==> config.mk <==
export PLATFORM = sky130hd
export DESIGN_NAME = flash_erase_range_planner
export DESIGN_NICKNAME = d
export VERILOG_FILES = /design/src/rtl/ferp_pkg.sv /design/src/rtl/ferp_dp.sv /design/src/rtl/ferp_ctrl.sv /design/src/rtl/flash_erase_range_planner.sv
export SDC_FILE = /design/constraint.sdc
export NUM_CORES = 1
export LEC_CHECK = 0
export BUFFER_PORTS_ARGS = -buffer_cell sky130_fd_sc_hd__buf_2
export CORE_AREA = 2 2 96 98
export CTS_CLUSTER_DIAMETER = 50
export DETAILED_ROUTE_END_ITERATION = 7
export DIE_AREA = 0 0 98 100
export PLACE_DENSITY = 0.77
export SYNTH_ARGS = -nofsm -noshare
export SYNTH_HDL_FRONTEND = slang
export SYNTH_SLANG_ARGS = --single-unit
==> constraint.sdc <==
create_clock -name clk -period 7.6 [get_ports clk]
set_input_delay 0.38 -clock clk [delete_from_list [all_inputs] [get_ports clk]]
set_output_delay 0.38 -clock clk [all_outputs]
set_load 0.01 [all_outputs]
==> src/rtl/ferp_pkg.sv <==
// ---------------------------------------------------------------------------
// ferp_pkg
// Types, sizes and command codes shared by the erase range planner modules.
// ---------------------------------------------------------------------------
package ferp_pkg;

  // Flash geometry: byte address width and the width that can hold the size.
  localparam int ADDR_BITS = 20;
  localparam int WIDE_BITS = ADDR_BITS + 1;

  localparam logic [WIDE_BITS-1:0] FLASH_SIZE = WIDE_BITS'(1) << ADDR_BITS;
  localparam logic [WIDE_BITS-1:0] SZ_64K     = WIDE_BITS'(32'h1_0000);
  localparam logic [WIDE_BITS-1:0] SZ_32K     = WIDE_BITS'(32'h8000);
  localparam logic [WIDE_BITS-1:0] SZ_4K      = WIDE_BITS'(32'h1000);

  // Erase command codes.
  localparam logic [2:0] KIND_NONE = 3'd0;
  localparam logic [2:0] KIND_CHIP = 3'd1;
  localparam logic [2:0] KIND_64K  = 3'd2;
  localparam logic [2:0] KIND_32K  = 3'd3;
  localparam logic [2:0] KIND_4K   = 3'd4;

  // One erase request.
  typedef struct packed {
    logic [ADDR_BITS-1:0] start_address;
    logic [WIDE_BITS-1:0] end_address;
  } erase_req_t;

  // One erase command of the run.
  typedef struct packed {
    logic [2:0]           erase_kind;
    logic [ADDR_BITS-1:0] erase_address;
    logic                 last;
  } erase_cmd_t;

  // Commands from the controller to the datapath.
  typedef struct packed {
    logic load;
    logic step;
  } dp_cmd_t;

  // Status from the datapath: the command for the current position.
  typedef struct packed {
    erase_cmd_t cmd;
  } dp_status_t;

endpackage

==> src/rtl/ferp_dp.sv <==
// ---------------------------------------------------------------------------
// ferp_dp
// Address datapath: holds the current position and the range end, picks the
// erase size for the position and moves to the next boundary on each step.
// ---------------------------------------------------------------------------
module ferp_dp (
  input  logic                 clk,
  input  ferp_pkg::dp_cmd_t    cmd,
  input  ferp_pkg::erase_req_t req,
  output ferp_pkg::dp_status_t status
);
  import ferp_pkg::*;

  logic [WIDE_BITS-1:0] cur;
  logic [WIDE_BITS-1:0] range_end;
  logic [WIDE_BITS-1:0] cur_next;
  logic [WIDE_BITS-1:0] end_sat;
  logic [WIDE_BITS-1:0] base64;
  logic [WIDE_BITS-1:0] base32;
  logic [WIDE_BITS-1:0] size;
  logic [WIDE_BITS-1:0] bound;
  logic                 empty;
  logic                 hit_chip;
  logic                 hit_64k;
  logic                 hit_32k;
  logic [2:0]           kind;

  // An end beyond the flash is clipped to the flash size.
  assign end_sat = (req.end_address > FLASH_SIZE) ? FLASH_SIZE : req.end_address;

  // Size tests at the current position.
  assign empty    = (cur >= range_end);
  assign base64   = cur & ~(SZ_64K - WIDE_BITS'(1));
  assign base32   = cur & ~(SZ_32K - WIDE_BITS'(1));
  assign hit_chip = (cur < SZ_4K) && (range_end > FLASH_SIZE - SZ_4K);
  assign hit_64k  = ((cur - base64) < SZ_4K) && (range_end > base64 + SZ_64K - SZ_4K);
  assign hit_32k  = ((cur - base32) < SZ_4K) && (range_end > base32 + SZ_32K - SZ_4K);

  // Pick the command and the next position, capped at the range end.
  always_comb begin
    kind = KIND_4K;
    size = SZ_4K;
    if (empty) begin
      kind = KIND_NONE;
    end else if (hit_chip) begin
      kind = KIND_CHIP;
    end else if (hit_64k) begin
      kind = KIND_64K;
      size = SZ_64K;
    end else if (hit_32k) begin
      kind = KIND_32K;
      size = SZ_32K;
    end
    bound = (cur + size) & ~(size - WIDE_BITS'(1));
    if (empty) begin
      cur_next = cur;
    end else if (kind == KIND_CHIP || bound >= range_end) begin
      cur_next = range_end;
    end else begin
      cur_next = bound;
    end
  end

  assign status.cmd.erase_kind    = kind;
  assign status.cmd.erase_address = cur[ADDR_BITS-1:0];
  assign status.cmd.last          = empty || (cur_next >= range_end);

  // Position registers.
  always_ff @(posedge clk) begin
    if (cmd.load) begin
      cur       <= {1'b0, req.start_address};
      range_end <= end_sat;
    end else if (cmd.step) begin
      cur       <= cur_next;
    end
  end

endmodule

==> src/rtl/ferp_ctrl.sv <==
// ---------------------------------------------------------------------------
// ferp_ctrl
// Run controller: takes one request, then steps the datapath once per free
// output slot and registers each erase command until the last one.
// ---------------------------------------------------------------------------
module ferp_ctrl (
  input  logic                 clk,
  input  logic                 rst,
  input  logic                 in_valid,
  output logic                 in_stall,
  output logic                 out_valid,
  input  logic                 out_stall,
  output ferp_pkg::erase_cmd_t out_data,
  output ferp_pkg::dp_cmd_t    cmd,
  input  ferp_pkg::dp_status_t status
);
  import ferp_pkg::*;

  typedef enum logic {
    IDLE,
    RUN
  } state_t;

  state_t state;
  logic   slot_free;

  // The output register can take a command when empty or being drained.
  assign slot_free = !out_valid || !out_stall;
  assign in_stall  = (state != IDLE);
  assign cmd.load  = in_valid && (state == IDLE);
  assign cmd.step  = (state == RUN) && slot_free;

  // State and output register. While running, a free slot is refilled at
  // once; while idle, a drained command leaves the register empty.
  always_ff @(posedge clk) begin
    if (rst) begin
      state     <= IDLE;
      out_valid <= 1'b0;
    end else begin
      case (state)
        IDLE: begin
          if (out_valid && !out_stall) begin
            out_valid <= 1'b0;
          end
          if (in_valid) begin
            state <= RUN;
          end
        end
        RUN: begin
          if (slot_free) begin
            out_valid <= 1'b1;
            out_data  <= status.cmd;
            if (status.cmd.last) begin
              state <= IDLE;
            end
          end
        end
        default: begin
          state <= IDLE;
        end
      endcase
    end
  end

endmodule

==> src/rtl/flash_erase_range_planner.sv <==
// ---------------------------------------------------------------------------
// flash_erase_range_planner
// Turns an erase request for a byte range of the flash into a run of chip,
// 64 KB, 32 KB and 4 KB erase commands that cover the range.
// ---------------------------------------------------------------------------
//  channel | direction | payload      | handshake
//  in      | input     | erase_req_t  | in_valid / in_stall
//  out     | output    | erase_cmd_t  | out_valid / out_stall
//
// A request is taken while the controller is idle; then one command leaves
// per cycle while the output is not stalled. The rate is set by the single
// address step unit. Reset returns the controller to idle and empties the
// output register. A stalled output holds its command and pauses the run;
// no new request is taken until the last command of the run has been
// registered.
module flash_erase_range_planner (
  input  logic                 clk,
  input  logic                 rst,
  input  logic                 in_valid,
  output logic                 in_stall,
  input  ferp_pkg::erase_req_t in_data,
  output logic                 out_valid,
  input  logic                 out_stall,
  output ferp_pkg::erase_cmd_t out_data
);
  import ferp_pkg::*;

  dp_cmd_t    dp_cmd;
  dp_status_t dp_status;

  // Sequencing of the run.
  ferp_ctrl u_ctrl (
    .clk       (clk),
    .rst       (rst),
    .in_valid  (in_valid),
    .in_stall  (in_stall),
    .out_valid (out_valid),
    .out_stall (out_stall),
    .out_data  (out_data),
    .cmd       (dp_cmd),
    .status    (dp_status)
  );

  // Address arithmetic.
  ferp_dp u_dp (
    .clk    (clk),
    .cmd    (dp_cmd),
    .req    (in_data),
    .status (dp_status)
  );

endmodule

==> results of run 1 <==
## cells by family after synthesis
| kind of cell | count (synthesis) |
|---|---|
| XOR/XNOR | 7 |
| buffers and inverters | 42 |
| flip-flops | 68 |
| adder cells (fa/ha/maj) | 62 |
| AO/OA/AOI/OAI | 99 |
| AND/OR/NAND/NOR | 138 |
| multiplexers | 17 |
## cell usage after synthesis, drive strengths merged (3+ instances only)
cell	instances	area (um2)
clkbuf	6	22.52
o31ai	4	48.79
a21o	16	120.1
edfxtp	65	1952
nor4	13	127.6
nand2	21	78.83
nand3	10	50.05
o211ai	3	27.52
buf	6	55.05
xnor2	7	61.31
and2	14	87.58
nand2b	5	31.28
a22o	12	105.1
nor2	37	151.4
nor2b	12	75.07
a21oi	21	105.1
nand4	9	71.32
a41o	3	30.03
ha	62	775.7
o21ai	17	92.59
inv	29	108.9
mux2	15	176.4
o41ai	3	41.29
nor3	14	70.07
dfxtp	3	60.06
a211oi	5	42.54
## per-stage QoR
step / instance area [um2] / utilization / hold slack (ns)
floorplan: 4753 / - / 0.4504
global placement: 5234 / 0.5887 / 0.4848
detailed placement: 5234 / 0.5887 / 0.4867
CTS: 5480 / 0.6165 / 0.2233
global route: 5485 / 0.6170 / 0.2372
finish: 5485 / 0.6170 / 0.2265
## path summary, 6_finish.rpt
kind / slack [ns] / cells after the start / end
worst max-delay path: 0.59 / 30 / u_ctrl.in_stall
worst max register to register: 0.59 / 30 / u_ctrl.in_stall
worst min-delay path: 0.23 / 2 / u_ctrl.out_valid
worst min register to register: 0.51 / 0 / u_ctrl.out_data[6]
## sequential cells by signal, indices dropped and copies added, names as in the netlist
register / flops
u_ctrl.in_stall: 1
u_ctrl.out_data: 24
u_ctrl.out_valid: 1
u_dp.cur: 21
u_dp.range_end: 21
## metal layers
layer  GRT usage  vias up  wire, um
li1            -     1789         -
met1      0.3466     1776      5134
met2      0.4025      159      5388
met3     0.03760       21       786
met4     0.08226        0       204
met5           0        -         0
## worst register-to-register path, delay by kind of cell (launching register included)
kind | cells | cell delay [ns]
AOI/OAI and AO/OA | 15 | 3.25
and+or+nand+nor | 8 | 1.59
DFF | 1 | 0.47
buffers and inverters | 2 | 0.23
xor gates and xnor gates | 1 | 0.16
adders and majority gates | 4 | 1.24
## report_power, final
| group | switching, uW | internal, uW | leakage [uW] |
|---|---|---|---|
| clock network | 159 | 220 | 0.000116 |
| logic | 757 | 569 | 0.00161 |
| registers | 100 | 564 | 0.000659 |
| total | 1020 | 1350 | 0.00239 |
## cell type report
type	instances	area share
Clock buffer	9	0.02258
Sequential cell	68	0.3668
Tap cell	111	0.02532
Clock inverter	7	0.02235
Multi-Input combinational cell	323	0.4676
Timing Repair Buffer	78	0.07482
Inverter	30	0.02053
==> impl_metrics.csv, run 1 <==
group,metric,value,unit
run_status,status,"finished clean",
sta,relSlewSlack,0.3647,
logic_synthesis,synth-seq-cells,68,
clock_network,ctsHtreeMaxLevel,3,
final_layout,multi_input_area,2565,um2
placement,dp.cells,610,
logic_synthesis,synth_compound_area_frac,0.1590,
sta,fin_setup_tns,0,ns
clock_network,tritoncts,"done",
final_layout,drive_gt1_frac,0.2602,
sta,period_minus_slack,7.005,ns
die,die_x,98,um
worst_setup_path,crit_path_top_delay_cell,"edfxtp_1",
drt,wl_per_cell,18.39,um
sta,tightest_slew,0.9471,ns
logic_synthesis,synth-edff-count,65,
die,die-area,9800,um2
logic_synthesis,yosys_warnings,0,
drt,wirelength,11510,um
drt,vias_per_cell,5.982,
clock_network,ctsRootBufferMaster,"clkbuf_8",
drt,dr.first_iter.drc_count,343,
final_layout,diodes,0,
clock_network,hold_buffers,0,
sta,skew,0.01214,ns
placement,numPortBuffers,70,
final_layout,regArea,2012,um2
worst_setup_path,slowest_delay,0.47,ns
placement,hpwl,8756,um
logic_synthesis,synth_xor_area_frac,0.01290,
final_layout,layout_commonest_cell,"buf_2",
worst_setup_path,cp_top_family,"compound AO/OA/AOI/OAI gates",
die,core_area,8890,um2
power_and_ir_drop,power.total,2369,uW
final_layout,final_cell_count_no_fill,626,
logic_synthesis,synth_top_family_by_area,"adder cells",
logic_synthesis,ys_async_sr_fraction,0,
logic_synthesis,synth_cells,433,
worst_setup_path,crit_top_cell,"a21o_1",
grt,grt_pass1_wl,18890,um
logic_synthesis,synth_mux_area_frac,0.04133,
drt,ant_nets,0,
grt,antenna_found_initial,0,
power_and_ir_drop,ir_drop,0.1403,mV
logic_synthesis,syn-num-nets,540,
sta,slew_violations,0,
logic_synthesis,synth_cell_types,55,
worst_setup_path,r2r-start,"u_dp.cur[18]",
logic_synthesis,synth_ff_type,"edfxtp_1",
final_layout,area_growth,15.40,%
worst_setup_path,crit_path_start_kind,"flop",
worst_setup_path,end_kind,"flop",
worst_setup_path,cp-startpoint,"u_dp.cur[18]",
power_and_ir_drop,powerDensity,431.9,nW/um2
sta,hold_viol_final,0,
sta,max_freq,142.8,MHz
die,initial_core_util,0.5347,
drt,drc,0,
drt,drt-pass1-iter-count,5,
sta,setup_ws,0.5947,ns
final_layout,fillers,743,
logic_synthesis,syn_area,4753,um2
grt,grt_pass1_vias,3678,
logic_synthesis,yosysSeqAreaShare,0.4233,
power_and_ir_drop,power_leakage,0.002386,uW
clock_network,clk_transition_reported_paths,0.09,ns
logic_synthesis,yosys.area_share.adder,0.1632,
worst_setup_path,path_buf_inv,2,
placement,post-place-ws,0.5368,ns
sta,rsz0062_at_grt,"no",
final_layout,layout_common_cells,"70 x buf_2, 65 x edfxtp_1, 62 x ha_1",
worst_hold_path,hp-class,"in -> reg",
clock_network,numCtsBuffers,9,
drt,vias,3745,
worst_hold_path,hold_start,"rst",
grt,gr-usage-all-layers,0.2488,
clock_network,postCtsResizedCells,0,
grt,grt_max_degree,40,
die,io_pins,71,
final_layout,nNetsFinal,617,
clock_network,worstSkewPairLatency,0.36,ns
clock_network,cts_setup_buffers,0,
worst_setup_path,crit_required,7.88,ns
worst_setup_path,cp.arrival,7.28,ns
logic_synthesis,synth_simple_gate_area_share,0.1603,
sta,finalCritPeriodShare,0.9217,
die,row_count,35,
clock_network,clock-sinks,68,
worst_setup_path,cp_max_fo,12,
placement,gp_congestion,1.026,
sta,setup_viol,0,
logic_synthesis,syn_avg_cell_area,10.98,um2
worst_setup_path,path_class,"reg -> reg",
die,fp.dieH,100,um
run,cap_violations,0,
clock_network,clk_path_buf_depth,2,
grt,grt_overflow,0,
No activity file was read; power rests on OpenSTA's default activity.
==> run 2: changes to the inputs <==
GPL_TIMING_DRIVEN = 0   (was not set)
==> impl_metrics.csv, run 2 (synthesized netlist as in run 1, its figures left out) <==
group,metric,value,unit
die,io_pins,71,
worst_setup_path,reg2reg_setup_slack,0.39,ns
drt,wl_per_cell,17.90,um
worst_setup_path,cp.arrival,7.48,ns
final_layout,fillers,738,
final_layout,area_growth,17.21,%
die,row_count,35,
placement,hpwl,8848,um
worst_setup_path,crit_top_cell,"a21o_1",
worst_hold_path,hp-class,"in -> reg",
clock_network,tritoncts,"done",
sta,tightest_slew,0.9272,ns
grt,grt_busiest_layer,"met2",
placement,placed_area,5281,um2
drt,vias_per_cell,5.856,
worst_setup_path,crit_end,"u_ctrl.in_stall",
sta,hold_viol_final,0,
final_layout,diodes,0,
run,cap_violations,0,
worst_setup_path,slowest_delay,0.48,ns
final_layout,layout_common_cells,"72 x buf_2, 65 x edfxtp_1, 62 x ha_1",
grt,grt_max_degree,29,
grt,met3_usage,0.03343,
final_layout,drive_gt1_frac,0.2689,
grt,grt_overflow,0,
sta,relSlewSlack,0.3781,
drt,drt-pass1-iter-count,5,
power_and_ir_drop,power_leakage,0.002434,uW
power_and_ir_drop,ir_drop,0.1490,mV
power_and_ir_drop,switchingPower,1026,uW
drt,drc,0,
worst_setup_path,path_class,"reg -> reg",
power_and_ir_drop,powerDensity,428.4,nW/um2
clock_network,clock-sinks,68,
sta,finalCritPeriodShare,0.9483,
placement,gp_congestion,0.8841,
grt,met2_usage,0.3788,
grt,antenna_found_initial,0,
drt,dr.first_iter.drc_count,189,
grt,grt_pass1_wl,18020,um
final_layout,largest_reg_flops,24,
final_layout,fin_util,0.6267,
clock_network,numCtsBuffers,9,
power_and_ir_drop,power_frac_clock,0.143,
worst_setup_path,crit_path_start_kind,"flop",
worst_setup_path,crit_required,7.87,ns
sta,slew_violations,0,
die,core_area,8890,um2
sta,skew,0.01326,ns
drt,vias,3742,
final_layout,layout_commonest_cell,"buf_2",
clock_network,hold_buffers,0,
clock_network,ctsHtreeMaxLevel,3,
sta,setup_viol,0,
final_layout,reg.largest.list,"u_ctrl.out_data (24), u_dp.cur (21), u_dp.range_end (21)",
worst_setup_path,r2r_cells,33,
clock_network,worstSkewPairLatency,0.36,ns
worst_setup_path,end_kind,"flop",
drt,wirelength,11440,um
sta,max_freq,138.7,MHz
worst_setup_path,r2r-start,"u_dp.cur[17]",
final_layout,nNetsFinal,630,
run_status,status,"finished clean",
power_and_ir_drop,pwr-share-seq,0.278,
worst_setup_path,crit_path_top_delay_cell,"edfxtp_1",
clock_network,clk_path_buf_depth,2,
worst_hold_path,whs_path_depth,2,
clock_network,ctsRootBufferMaster,"clkbuf_8",
power_and_ir_drop,p_comb_frac,0.580,
grt,grt_pass1_vias,3590,
drt,ant_nets,0,
die,initial_core_util,0.5347,
power_and_ir_drop,p_int,1361,uW
clock_network,clk_transition_reported_paths,0.08,ns
final_layout,final_area,5572,um2
worst_setup_path,cp-startpoint,"u_dp.cur[17]",
placement,numPortBuffers,70,
die,fp.dieH,100,um
grt,grt_use_met1,0.3269,
sta,period_minus_slack,7.207,ns
die,die-area,9800,um2
worst_setup_path,cp_max_fo,10,
sta,holdWs,0.2422,ns
grt,gr-usage-all-layers,0.2360,
power_and_ir_drop,swShare,0.4298,
worst_setup_path,r2r-end,"u_ctrl.in_stall",
die,die_x,98,um
final_layout,largest_register,"u_ctrl.out_data",
## run 2: metal layers
metal / wire (um) / up-vias / share of wire
met4: 257 / 0 / 0.022
met3: 778 / 24 / 0.068
li1: - / 1819 / -
met2: 5265 / 153 / 0.46
met1: 5139 / 1746 / 0.45
met5: 0 / - / 0
## run 2: layout make-up
cell class / instances / area (um2) / area share
Buffer: 12 / 77.57 / 0.01392
Clock buffer: 9 / 123.9 / 0.02223
Clock inverter: 7 / 98.84 / 0.01774
Inverter: 30 / 112.6 / 0.02021
Multi-Input combinational cell: 323 / 2575 / 0.4622
Sequential cell: 68 / 2012 / 0.3611
Tap cell: 111 / 138.9 / 0.02493
Timing Repair Buffer: 79 / 432.9 / 0.07770
## run 2: per-stage QoR
stage / cells / setup TNS [ns] / total power [uW] / setup WS, ns
after global routing: 639 / -0.008817 / 2557 / -0.008817
after CTS: 632 / 0 / 2332 / 0.003992
final: 639 / 0 / 2387 / 0.3927
after floorplan: 433 / 0 / 1635 / 1.228
after detailed placement: 616 / 0 / 1978 / 0.1398
after global placement: 614 / 0 / 1933 / 0.1978
## run 2: worst min-delay path by stage
stage	start	end
2_1_floorplan	u_dp.cur[0]	u_ctrl.out_data[1]
3_3_place_gp	u_dp.cur[1]	u_ctrl.out_data[2]
3_5_place_dp	u_dp.cur[9]	u_ctrl.out_data[10]
4_1_cts	rst	u_ctrl.in_stall
5_1_grt	rst	u_ctrl.in_stall
6_report	rst	u_ctrl.out_valid
## run 2: power groups by stage
stage / logic [uW] / clock network [uW] / registers (uW)
2_1_floorplan: 987 / 0 / 649
3_3_place_gp: 1260 / 0 / 671
3_5_place_dp: 1300 / 0 / 676
4_1_cts: 1320 / 343 / 667
5_1_grt: 1530 / 357 / 673
6_report: 1380 / 341 / 663
## run 2: timing repair
| action | CTS | global route |
|---|---|---|
| endpoints found under the hold margin | 0 | 0 |
| gates resized for setup | 0 | 4 |
| endpoints found under the setup margin | 0 | 2 |
| buffers inserted | 0 | 7 |
## run 2: critical path: cells and delay by family (launching register included)
family,cells,cell delay (ns)
simple gates,10,1.68
fa+ha+maj,4,1.15
compound gates,15,3.19
buf+inv,3,0.46
flops,1,0.48
xor+xnor,1,0.14
==> run 3: changes to the inputs <==
--- a/config.mk
+++ b/config.mk
@@ -7,9 +7,10 @@
 export LEC_CHECK = 0
+export ABC_AREA = 1
 export BUFFER_PORTS_ARGS = -buffer_cell sky130_fd_sc_hd__buf_2
-export CORE_AREA = 2 2 96 98
+export CORE_AREA = 2 2 99 101
 export CTS_CLUSTER_DIAMETER = 50
 export DETAILED_ROUTE_END_ITERATION = 7
-export DIE_AREA = 0 0 98 100
+export DIE_AREA = 0 0 101 103
 export GPL_TIMING_DRIVEN = 0
-export PLACE_DENSITY = 0.77
+export PLACE_DENSITY = 0.75
 export SYNTH_ARGS = -nofsm -noshare
--- a/constraint.sdc
+++ b/constraint.sdc
@@ -3,2 +3,2 @@
 set_output_delay 0.38 -clock clk [all_outputs]
-set_load 0.01 [all_outputs]
+set_load 0.1 [all_outputs]
==> impl_metrics.csv, run 3 <==
group,metric,value,unit
power_and_ir_drop,power_frac_clock,0.137,
final_layout,nNetsFinal,805,
die,fp.dieH,103,um
drt,wirelength,12670,um
logic_synthesis,synth_top_area_cell,"edfxtp_1",
power_and_ir_drop,swShare,0.5053,
worst_setup_path,crit_top_cell,"nand2_1",
final_layout,layout_common_cells,"149 x nand2_1, 95 x inv_1, 73 x nor2_1, 73 x buf_2, 65 x edfxtp_1",
final_layout,drive_gt1_frac,0.1565,
logic_synthesis,syn-num-nets,723,
grt,grt_pass1_wl,20170,um
clock_network,ctsRootBufferMaster,"clkbuf_8",
die,io_pins,71,
drt,vias_per_cell,5.490,
clock_network,hold_buffers,0,
worst_setup_path,slowest_delay,0.47,ns
clock_network,postCtsResizedCells,0,
worst_setup_path,crit_end,"u_ctrl.out_data[0]",
sta,period_minus_slack,6.554,ns
logic_synthesis,yosysSeqAreaShare,0.4049,
worst_hold_path,hp-class,"in -> reg",
sta,tightest_slew,1.057,ns
die,die-area,10400,um2
final_layout,final_area,5719,um2
worst_setup_path,path_class,"reg -> reg",
placement,numPortBuffers,70,
clock_network,clk_path_buf_depth,2,
logic_synthesis,synth_common_cells,"149 x nand2_1, 95 x inv_1, 74 x nor2_1, 65 x edfxtp_1, 62 x ha_1",
drt,vias,4485,
worst_setup_path,r2r_cells,41,
sta,relSlewSlack,0.2933,
die,initial_core_util,0.5253,
sta,setup_viol,0,
worst_setup_path,crit_required,7.66,ns
clock_network,tritoncts,"done",
clock_network,ctsHtreeMaxLevel,3,
run_status,status,"finished clean",
final_layout,area_growth,15.11,%
clock_network,clk_transition_reported_paths,0.07,ns
sta,finalCritPeriodShare,0.8623,
grt,antenna_found_initial,0,
final_layout,fin_util,0.6046,
clock_network,worstSkewPairLatency,0.37,ns
drt,dr.first_iter.drc_count,350,
sta,max_freq,152.6,MHz
power_and_ir_drop,power_leakage,0.002858,uW
final_layout,largest_register,"u_ctrl.out_data",
run,cap_violations,0,
sta,hold_viol_final,0,
final_layout,reg.largest.list,"u_ctrl.out_data (24), u_dp.cur (21), u_dp.range_end (21)",
drt,drc,0,
placement,gp_congestion,0.9958,
power_and_ir_drop,powerDensity,464.9,nW/um2
power_and_ir_drop,ir_drop,0.1720,mV
logic_synthesis,synth_ff_type,"edfxtp_1",
logic_synthesis,synth-seq-cells,68,
placement,hpwl,9778,um
sta,skew,0.007823,ns
power_and_ir_drop,pwr-share-seq,0.254,
worst_setup_path,r2r-start,"u_dp.cur[18]",
grt,grt_pass1_vias,4240,
clock_network,clock-sinks,68,
power_and_ir_drop,p_int,1315,uW
drt,drt-pass1-iter-count,6,
sta,slew_violations,0,
worst_setup_path,crit_path_start_kind,"flop",
worst_setup_path,crit_path_top_delay_cell,"edfxtp_1",
final_layout,diodes,0,
final_layout,layout_commonest_cell,"nand2_1",
final_layout,largest_reg_flops,24,
placement,placed_area,5480,um2
grt,grt_overflow,0,
worst_setup_path,cp-startpoint,"u_dp.cur[18]",
logic_synthesis,syn_area,4969,um2
power_and_ir_drop,p_comb_frac,0.609,
die,row_count,36,
clock_network,cts_setup_buffers,0,
logic_synthesis,synth-edff-count,65,
worst_setup_path,r2r-end,"u_ctrl.out_data[0]",
sta,fin_setup_tns,0,ns
worst_setup_path,reg2reg_setup_slack,1.05,ns
worst_setup_path,end_kind,"flop",
grt,gr-usage-all-layers,0.2575,
worst_setup_path,cp.arrival,6.61,ns
logic_synthesis,synth_top_area_share,0.3928,
die,core_area,9459,um2
logic_synthesis,ys_async_sr_fraction,0,
power_and_ir_drop,switchingPower,1343,uW
sta,rsz0062_at_grt,"no",
grt,grt_max_degree,31,
drt,wl_per_cell,15.51,um
logic_synthesis,yosys_warnings,0,
clock_network,numCtsBuffers,9,
logic_synthesis,synth_cell_types,36,
logic_synthesis,syn_avg_cell_area,8.066,um2
worst_setup_path,cp_max_fo,10,
logic_synthesis,yosysMostFrequentCell,"nand2_1",
logic_synthesis,netlist_top_cells_area,"edfxtp_1 39%, ha_1 16%, nand2_1 11%",
die,die_x,101,um
drt,ant_nets,0,
logic_synthesis,synth_cells,616,
[run 3: area by class of cell]
type	count	area, um2
timing repair buffer	71	365.4
tap	114	142.6
clock buffer	9	123.9
fill	852	3740
sequential	68	2012
clock inverter	7	115.1
buffer	14	72.57
multi-input combinational	436	2520
inverter	98	367.9
[run 3: logic make-up after synthesis]
kind of cell / share of synthesized area
compound gates: 0.07379
xor+xnor: 0.007050
fa+ha+maj: 0.1561
flops: 0.4049
buf+inv: 0.08839
simple gates: 0.2697
[run 3: worst min-delay path by stage]
| stage | from | endpoint | slack, ns | cells after the start |
|---|---|---|---|---|
| after global routing | rst | u_ctrl.out_valid | 0.22 | 2 |
| after floorplan | u_dp.cur[0] | u_ctrl.out_data[1] | 0.43 | 0 |
| final | rst | u_ctrl.out_valid | 0.22 | 2 |
| after CTS | rst | u_ctrl.out_valid | 0.21 | 2 |
| after detailed placement | u_dp.cur[0] | u_ctrl.out_data[1] | 0.44 | 0 |
| after global placement | u_dp.cur[0] | u_ctrl.out_data[1] | 0.44 | 0 |
[run 3: worst max-delay path, delay by kind of cell (launching register included)]
kind            cells  cell delay [ns]
simple gates       22             2.51
fa+ha+maj           4             1.23
buf+inv             9             1.01
compound gates      6             1.01
flops               1             0.47
[run 3: stage by stage]
| stage | total power, uW | setup slack (ns) | std cells | hold slack, ns |
|---|---|---|---|---|
| after floorplan | 1853 | 2.400 | 616 | 0.4264 |
| after global placement | 2208 | 1.295 | 800 | 0.4416 |
| after detailed placement | 2262 | 1.151 | 801 | 0.4447 |
| after CTS | 2643 | 1.121 | 817 | 0.2067 |
| after global routing | 2875 | 0.5502 | 817 | 0.2212 |
| final | 2659 | 1.046 | 817 | 0.2173 |
[run 3: power by group through the flow]
stage               clock (uW)  sequential [uW]  combinational, uW
global placement             0              679               1530
global route               381              689               1810
finish                     364              675               1620
CTS                        369              674               1600
floorplan                    0              824               1030
detailed placement           0              682               1580
[run 3: routing by layer]
layer,share of wire,global-route usage
met5,0,0
met4,0.026,0.1237
met3,0.071,0.06169
met2,0.46,0.4159
met1,0.44,0.3269
